**src/hdl/lrp_pkg.sv**
```systemverilog
// Shared constants, codes and control structs for the LR parse engine.
package lrp_pkg;

    // Default sizes
    localparam int NUM_STATES_DEF      = 64;
    localparam int NUM_SYMBOLS_DEF     = 16;
    localparam int NUM_PRODUCTIONS_DEF = 64;
    localparam int STACK_DEPTH_DEF     = 64;
    localparam int MAX_REDUCES_DEF     = 63;

    // Reach of the fixed-width row and column fields
    localparam int ROW_SPAN = 64;
    localparam int COL_SPAN = 16;

    // Commands
    localparam logic [1:0] CMD_TOKEN     = 2'd0;
    localparam logic [1:0] CMD_LOAD_ACT  = 2'd1;
    localparam logic [1:0] CMD_LOAD_GOTO = 2'd2;
    localparam logic [1:0] CMD_LOAD_PROD = 2'd3;

    // Action kinds
    localparam logic [1:0] KIND_NONE   = 2'd0;
    localparam logic [1:0] KIND_SHIFT  = 2'd1;
    localparam logic [1:0] KIND_REDUCE = 2'd2;
    localparam logic [1:0] KIND_ACCEPT = 2'd3;

    // Result events
    localparam logic [1:0] EV_SHIFT  = 2'd0;
    localparam logic [1:0] EV_REDUCE = 2'd1;
    localparam logic [1:0] EV_ACCEPT = 2'd2;
    localparam logic [1:0] EV_ERROR  = 2'd3;

    // Table load request
    typedef struct packed {
        logic       act_we;
        logic       goto_we;
        logic       prod_we;
        logic [5:0] row;
        logic [3:0] col;
        logic [1:0] kind;
        logic [5:0] val;
        logic [3:0] rlen;
        logic [3:0] lhs;
    } t_tbl_wr;

    // Table read request
    typedef struct packed {
        logic       act_re;
        logic       goto_re;
        logic       prod_re;
        logic [5:0] act_row;
        logic [3:0] act_col;
        logic [5:0] goto_row;
        logic [3:0] goto_col;
        logic [5:0] prod_sel;
    } t_tbl_rd;

    // Registered table read data
    typedef struct packed {
        logic [1:0] act_kind;
        logic [5:0] act_val;
        logic [5:0] goto_val;
        logic [3:0] prod_rlen;
        logic [3:0] prod_lhs;
    } t_tbl_rdata;

endpackage

```
**src/hdl/lrp_stack.sv**
```systemverilog
// State stack memory; the bottom entry always reads as state 0.
module lrp_stack #(
    parameter int STACK_DEPTH = lrp_pkg::STACK_DEPTH_DEF
) (
    input  logic                           i_clk,
    input  logic                           i_we,
    input  logic [$clog2(STACK_DEPTH)-1:0] i_waddr,
    input  logic [5:0]                     i_wdata,
    input  logic                           i_re,
    input  logic [$clog2(STACK_DEPTH)-1:0] i_raddr,
    output logic [5:0]                     o_rdata
);

    localparam int SW = $clog2(STACK_DEPTH);

    logic [5:0] mem_stk [STACK_DEPTH];
    logic [5:0] r_q;
    logic       r_bottom;

    always_ff @(posedge i_clk) begin
        if (i_we) begin
            mem_stk[i_waddr] <= i_wdata;
        end
        if (i_re) begin
            r_q      <= mem_stk[i_raddr];
            r_bottom <= (i_raddr == SW'(0));
        end
    end

    // entry 0 is never written: it is the home state
    assign o_rdata = r_bottom ? 6'd0 : r_q;

endmodule

```
**config.mk**
```make
export PLATFORM = sky130hd
export DESIGN_NAME = lrp_stack
export DESIGN_NICKNAME = d
export VERILOG_FILES = /design/src/hdl/lrp_pkg.sv /design/src/hdl/lrp_stack.sv
export SDC_FILE = /design/constraint.sdc
export NUM_CORES = 1
export LEC_CHECK = 0
export ABC_AREA = 1
export BUFFER_PORTS_ARGS = -buffer_cell sky130_fd_sc_hd__buf_2
export CORE_ASPECT_RATIO = 0.5
export CORE_MARGIN = 2
export CORE_UTILIZATION = 59
export DETAILED_ROUTE_END_ITERATION = 16
export HOLD_SLACK_MARGIN = 0.08
export PLACE_DENSITY_LB_ADDON = 0.05
export SETUP_SLACK_MARGIN = 0.2
export SLEW_MARGIN = 5
export SYNTH_ARGS = -nofsm -noshare
export SYNTH_HDL_FRONTEND = slang
export SYNTH_SLANG_ARGS = --single-unit
```
**constraint.sdc**
```tcl
create_clock -name i_clk -period 2.2 [get_ports i_clk]
set_input_delay 0.44 -clock i_clk [delete_from_list [all_inputs] [get_ports i_clk]]
set_output_delay 0.44 -clock i_clk [all_outputs]
set_load 0.02 [all_outputs]
```
## After elaboration in Yosys (flattened, before gate mapping)

Memory sizes are Yosys's and may differ from the RTL's. A register that Yosys moved wholly into a read port is not among the register bits.
Cells that the tools add are included.

| word-level totals | value |
|---|---|
| input bits | 21 |
| memories | 1 |
| output and inout port bits | 6 |
| bits in latches | 0 |
| bits in read-only memories | 0 |
| RAM bits | 384 |
| bits in registers | 1 |

| cells by class | value |
|---|---|
| muxes and demuxes | 3 |
| reduce and logical (&&, ||, !) cells | 1 |
| add/sub/neg operators | 0 |
| equal/unequal tests | 0 |
| divide/modulo/power cells | 0 |
| bitwise gates (word level) | 0 |
| $lt $le $gt $ge | 0 |
| shift-type cells | 0 |
| multipliers | 0 |

Memories:

| name | words | bits a word | read ports | clocked after memory_dff | write ports | RTL line | text |
|---|---|---|---|---|---|---|---|
| mem_stk | 64 | 6 | 1 | 1 | 1 | lrp_stack.sv:16 | `logic [5:0] mem_stk [STACK_DEPTH];` |

Operators by type and width:

| operator | count |
|---|---|
| $logic_not A6 Y1 | 1 |
| $mux W6 | 1 |
| $mux W1 | 2 |

## Depth between registers and ports, before layout

Gate-level depths: netlist of run 1.

| logic depth | value |
|---|---|
| word-level depth | 2 |
| gate-level depth with buffers | 14 |
| gate-level depth less buffers | 12 |

## Least setup slack after synthesis of run 1

No wires, ideal clock.

| timing | value |
|---|---|
| path kind | input-to-reg |
| start | input i_we |
| end | memory mem_stk[48][0], enable pin |
| arrival time | 1.623 ns |
| data required time | 1.814 ns |
| cell stages on the path | 3 |
| library setup time | 0.386 ns |
| setup slack | 0.191 ns |
| path buffers | 1 |
| path through | clkbuf_1 nand4_1 nor4_1 |

| on the way | value |
|---|---|
| cells in the longest elaborated chain, start to end | 2 |

RTL lines:

| item | RTL line | text |
|---|---|---|
| from (decl) | lrp_stack.sv:6 | `input logic i_we,` |
| $mux W1 | lrp_stack.sv:21 | `if (i_we) begin` |
| $mux W1 (not written as such) | lrp_stack.sv:22 | `mem_stk[i_waddr] <= i_wdata;` |
| to (decl) | lrp_stack.sv:16 |  |

Every way passes these cells.

## Worst setup path in the final report of run 1

| timing | value |
|---|---|
| start | register r_bottom |
| end | output o_rdata[5] |

| on the way | value |
|---|---|
| cells in the longest elaborated chain, start to end | 1 |

RTL lines:

| item | RTL line | text |
|---|---|---|
| from (decl) | lrp_stack.sv:18 | `logic r_bottom;` |
| from (signal assigned) | lrp_stack.sv:26 | `r_bottom <= (i_raddr == SW'(0));` |
| $mux W6 | lrp_stack.sv:31 | `assign o_rdata = r_bottom ? 6'd0 : r_q;` |
| to (decl) | lrp_stack.sv:11 | `output logic [5:0] o_rdata` |

Every way passes these cells.

==> flow_metrics.env, run 1 <==
export IMPL_setup_tns_ps=0
export IMPL_seq_area_frac_synth_pct=70.8
export IMPL_min_path_cells=1
export IMPL_tritoncts="built"
export IMPL_period_needed_ps=1900
export IMPL_synth_distinct_cells=24
export IMPL_cts_resized=0
export IMPL_cellPowerDensity_nw_per_um2=822
export IMPL_relSlewSlack_pct=32.2
export IMPL_fmax_mhz=527
export IMPL_p_leak_uw=0.00742
export IMPL_peakVddDrop_mv=0.664
export IMPL_ctsHoldBuffers=0
export IMPL_min_from="i_re"
export IMPL_die_width_um=241
export IMPL_first_pass_iters=6
export IMPL_synth_ff_type="edfxtp_1"
export IMPL_grtUsageTotal_pct=29.5
export IMPL_setup_slack_ps=301
export IMPL_area_growth_pct=13.3
export IMPL_status="completed"
export IMPL_synth_edff_count=391
export IMPL_rows=43
export IMPL_grt_setup_unrepaired="no"
export IMPL_syn_inst=1541
export IMPL_grt_overflow=0
export IMPL_cts_buffers=35
export IMPL_cts_buffer_depth=3
export IMPL_r2r_slack_ps=740
export IMPL_drc_errors=0
export IMPL_grt_pass1_wl_um=63300
export IMPL_crit_path_end_kind="primary output"
export IMPL_cts_root_buf="clkbuf_16"
export IMPL_cp_required_ps=1760
export IMPL_postCtsSetupBuffers=0
export IMPL_portBuffers=26
export IMPL_via_per_inst=5.62
export IMPL_startpoint_type="register"
export IMPL_antenna_found_initial=2
export IMPL_die_y_um=123
export IMPL_hpwl_um=25800
export IMPL_reg2reg_depth=6
export IMPL_drive_gt1_share_pct=10.5
export IMPL_drv_cap=0
export IMPL_wirelength_um=41700
export IMPL_htreeDepth=2
export IMPL_final_nets=1643
export IMPL_num_io_pins=27
export IMPL_path_clk_slew_ps=70
export IMPL_grt_pass1_vias=11100
export IMPL_vias=11400
export IMPL_crit_fanout=6
export IMPL_ant_nets=0
export IMPL_syn_area_per_cell_um2=10.8
export IMPL_initial_core_util_pct=60.0
export IMPL_synth_area_um2=16600
export IMPL_path_class="reg2out"
export IMPL_hold_class="in2reg"
export IMPL_synth_async_reset_ratio_pct=0
export IMPL_r2r_end="r_q[2]$_DFFE_PP_"
export IMPL_clk_latency_ps=530
export IMPL_drtIter0Drc=1364
export IMPL_finalCritPeriodShare_pct=86.3
export IMPL_synth_seq_cells=391
export IMPL_hold_end="r_q[1]$_DFFE_PP_"
export IMPL_wl_per_cell_um=20.6
export IMPL_core_region_area_um2=27700
export IMPL_final_setup_skew_ps=19.5
export IMPL_slew_viol_final=0
export IMPL_hold_viol=0
export IMPL_cts_sinks=391
export IMPL_finalPower_uw=15500
export IMPL_yosysWarnings=0
export IMPL_arrival_ps=1460
export IMPL_tightestPinTransition_ps=1020
export IMPL_holdWs_ps=270
export IMPL_place_congestion=0.942
export IMPL_r2r_start="mem_stk[5][2]$_DFFE_PP_"
export IMPL_post_place_ws_ps=119
export IMPL_setup_violations=0
export IMPL_dieArea_um2=29600
export IMPL_grt_max_degree=76
export IMPL_synth_nets=1562
sequential cells by signal, indices dropped and copies added (netlist names):
register / flops
mem_stk: 384
r_q: 6
r_bottom: 1
through the flow:
step | instances | util (%) | cell area, um^2
after global placement | 1967 | 63.9 | 17700
after detailed placement | 1967 | 63.9 | 17700
after CTS | 2027 | 68.0 | 18800
final | 2028 | 68.0 | 18800
after floorplan | 1541 | - | 16600
after global routing | 2027 | 68.0 | 18800
per-layer routing:
metal	track usage (%)	up-vias	wire length [um]
met4	8.56	2	959
li1	-	5299	-
met1	41.9	5478	17800
met5	0	-	8
met2	44.5	533	18200
met3	8.79	76	4650
Yosys cell counts, types with 8 or more instances:
master	count	area, um^2
nand2_1	475	1780
clkbuf_1	16	60.1
inv_1	128	480
buf_2	39	195
a21oi_1	16	80.1
nand3_1	158	791
nand4_1	9	56.3
edfxtp_1	391	11700
o21ai_0	58	290
nor2_1	197	739
buf_4	13	97.6
nor4_1	8	50.1
worst max-delay path, stage by stage (launching register included):
cell and delay (ps):
edfxtp_1 480, nor2_1 240, buf_2 210
final cells by class:
cell class / count / area [um^2]
clock inverter: 20 / 190
clock buffer: 40 / 937
inverter: 134 / 505
fill: 2116 / 8860
antenna: 1 / 2.50
tap: 382 / 478
sequential: 391 / 11700
timing repair buffer: 121 / 1020
multi-input combinational: 939 / 3920
logic make-up after synthesis:
group | Yosys count | share of synthesized area, %
buffers and inverters | 211 | 5.65
AND/OR/NAND/NOR | 853 | 20.9
AO/OA/AOI/OAI | 86 | 2.67
flip-flops | 391 | 70.8
worst max-delay path by stage:
stage | from | endpoint | slack (ps) | cells past startpoint
final | r_bottom$_DFFE_PP_ | o_rdata[5] | 300 | 2
after global routing | r_bottom$_DFFE_PP_ | o_rdata[5] | 270 | 2
after CTS | r_bottom$_DFFE_PP_ | o_rdata[5] | 300 | 2
after detailed placement | i_waddr[0] | mem_stk[6][3]$_DFFE_PP_ | 120 | 4
after global placement | i_raddr[1] | r_q[0]$_DFFE_PP_ | 140 | 11
after floorplan | i_we | mem_stk[48][0]$_DFFE_PP_ | 190 | 3
cell usage in the layout, fill, tap and decap left out:
master	Yosys	layout
clkinv_2	0	1
clkinv_1	3	16
inv_4	1	1
clkinv_4	0	1
buf_12	0	14
clkinvlp_4	0	1
buf_6	6	1
o211ai_1	5	5
inv_2	2	2
bufinv_16	0	4
clkbuf_16	0	37
nor4_1	8	8
nand2_4	1	1
clkbuf_1	16	3
edfxtp_1	391	391
nand2_1	475	475
diode_2	0	1
nand3_1	158	158
and3_1	1	1
buf_4	13	81
inv_1	128	128
nor2_4	2	2
buf_2	39	25
a21oi_1	16	16
or2_2	1	1
o21ai_1	7	7
o21ai_0	58	58
nand4_1	9	9
nor2_2	1	1
nor2_1	197	197
power by group:
part	switching, uW	internal (uW)	total, uW
registers	16.4	8260	8270
clock network	2610	3510	6120
logic	768	289	1060
total	3390	12100	15500
No activity file was read; power rests on OpenSTA's default activity.
==> run 2: changes to the inputs <==
--- a/config.mk
+++ b/config.mk
@@ -9,7 +9,7 @@
 export BUFFER_PORTS_ARGS = -buffer_cell sky130_fd_sc_hd__buf_2
 export CORE_ASPECT_RATIO = 0.5
 export CORE_MARGIN = 2
-export CORE_UTILIZATION = 59
+export CORE_UTILIZATION = 30
 export DETAILED_ROUTE_END_ITERATION = 16
 export HOLD_SLACK_MARGIN = 0.08
 export PLACE_DENSITY_LB_ADDON = 0.05
==> run 2 against run 1 <==
Routed wire length rose by 22%. Critical path depth unchanged. Die area increased by 94%. Clock power rose by 8.7%. Largest cell class unchanged.
==> flow_metrics.env, run 2 (synthesis results as in run 1) <==
export IMPL_status="completed"
export IMPL_drive_gt1_share_pct=12.4
export IMPL_tritoncts="built"
export IMPL_reg2reg_depth=8
export IMPL_final_util_pct=36.3
export IMPL_min_path_cells=1
export IMPL_initial_core_util_pct=30.6
export IMPL_relSlewSlack_pct=60.7
export IMPL_num_io_pins=27
export IMPL_final_nets=1666
export IMPL_r2r_slack_ps=650
export IMPL_n_antenna_cell=0
export IMPL_instances_no_fill=2418
export IMPL_setup_tns_ps=0
export IMPL_cts_sinks=391
export IMPL_place_congestion=0.791
export IMPL_cts_root_buf="clkbuf_16"
export IMPL_mostFrequentLayoutCell="nand2_1"
export IMPL_clk_latency_ps=550
export IMPL_hold_viol=0
export IMPL_finalCritPeriodShare_pct=90.1
export IMPL_drtIter0Drc=885
export IMPL_peakVddDrop_mv=0.419
export IMPL_final_setup_skew_ps=16.8
export IMPL_placed_area_um2=18400
export IMPL_crit_fanout=6
export IMPL_p_leak_uw=0.00763
export IMPL_path_clk_slew_ps=60
export IMPL_regMostFlops="mem_stk"
export IMPL_largest_reg_flops=384
export IMPL_layout_common_cells="475 x nand2_1, 391 x edfxtp_1, 191 x nor2_1"
export IMPL_slew_viol_final=0
export IMPL_postCtsSetupBuffers=0
export IMPL_fmax_mhz=504
export IMPL_tightestPinTransition_ps=587
export IMPL_grt_overflow=0
export IMPL_die_y_um=170
export IMPL_first_pass_iters=5
export IMPL_antenna_found_initial=3
export IMPL_largestRegisters="mem_stk (384), r_q (6), r_bottom (1)"
export IMPL_drv_cap=0
export IMPL_dieArea_um2=57300
export IMPL_ant_nets=0
export IMPL_setup_violations=0
export IMPL_r2r_start="mem_stk[47][4]$_DFFE_PP_"
export IMPL_htreeDepth=2
export IMPL_grt_pass1_vias=11000
export IMPL_ctsHoldBuffers=0
export IMPL_grt_pass1_wl_um=74900
export IMPL_area_growth_pct=18.5
export IMPL_wirelength_um=50700
export IMPL_cp_required_ps=1760
export IMPL_core_region_area_um2=54200
export IMPL_vias=11200
export IMPL_min_from="i_re"
export IMPL_hold_end="r_q[5]$_DFFE_PP_"
export IMPL_hold_class="in2reg"
export IMPL_cts_buffers=40
export IMPL_via_per_inst=4.64
export IMPL_startpoint_type="register"
export IMPL_drc_errors=0
export IMPL_r2r_end="r_q[4]$_DFFE_PP_"
export IMPL_rows=60
export IMPL_die_width_um=337
export IMPL_path_class="reg2out"
export IMPL_grtUsageTotal_pct=17.9
export IMPL_grt_setup_unrepaired="yes"
export IMPL_nFillCells=5453
export IMPL_cellPowerDensity_nw_per_um2=818
export IMPL_grt_max_degree=65
export IMPL_wl_per_cell_um=21.0
export IMPL_finalInstanceArea_um2=19700
export IMPL_cts_buffer_depth=3
export IMPL_hpwl_um=31800
export IMPL_dp_cells=2347
export IMPL_crit_path_end_kind="primary output"
export IMPL_period_needed_ps=1980
export IMPL_arrival_ps=1540
export IMPL_portBuffers=26
run 2: cell types whose count changed in the layout (fill, tap and decap cells not counted), sizes merged:
| cell | change |
|---|---|
| buf | +18 |
| clkbuf | +12 |
| bufinv | -2 |
| clkinvlp | +1 |
| diode | -1 |
run 2: repair_timing:
| action | CTS | global route |
|---|---|---|
| gates resized for setup | 3 | 3 |
| setup endpoints to repair | 3 | 4 |
| cloned | 0 | 0 |
run 2: how the worst max path moves through the flow:
stage	endpoint	slack (ps)	cells after the start	from
5_1_grt	o_rdata[5]	170	2	r_bottom$_DFFE_PP_
3_3_place_gp	r_q[0]$_DFFE_PP_	30	13	i_raddr[0]
3_5_place_dp	r_q[1]$_DFFE_PP_	70	12	i_raddr[0]
2_1_floorplan	mem_stk[48][0]$_DFFE_PP_	190	3	i_we
4_1_cts	o_rdata[4]	170	2	r_bottom$_DFFE_PP_
6_report	o_rdata[5]	220	2	r_bottom$_DFFE_PP_
run 2: layer usage:
metal / part of all wire (%) / GRT usage (%)
met1: 51 / 27.3
met2: 43 / 26.8
met3: 4.5 / 2.79
met4: 1.5 / 3.57
met5: 0 / 0
run 2: cell type report:
type                       count  area (um^2)  area share, %
clock buffer                  52         1090           5.54
clock inverter                19          153          0.776
inverter                     134          505           2.57
multi-input combinational    939         3930           20.0
sequential                   391        11700           59.7
tap                          744          931           4.73
timing repair buffer         139         1310           6.68
run 2: worst max-delay path: stages, from the launching register on:
cell      delay (ps)
edfxtp_1         540
nor2_2           250
buf_2            200
run 2: power breakdown:
part,total (uW),leakage (uW),internal [uW],switching (uW)
clock,6650,0.000603,3730,2920
sequential,8280,0.00352,8260,16.0
combinational,1160,0.00350,327,829
run 2: through the flow:
step / setup WS (ps) / hold WS (ps) / power (uW)
finish: 217 / 237 / 16100
floorplan: 191 / 539 / 9000
global route: 170 / 223 / 16700
detailed placement: 70.2 / 775 / 9600
CTS: 171 / 221 / 16300
global placement: 27.7 / 778 / 9600
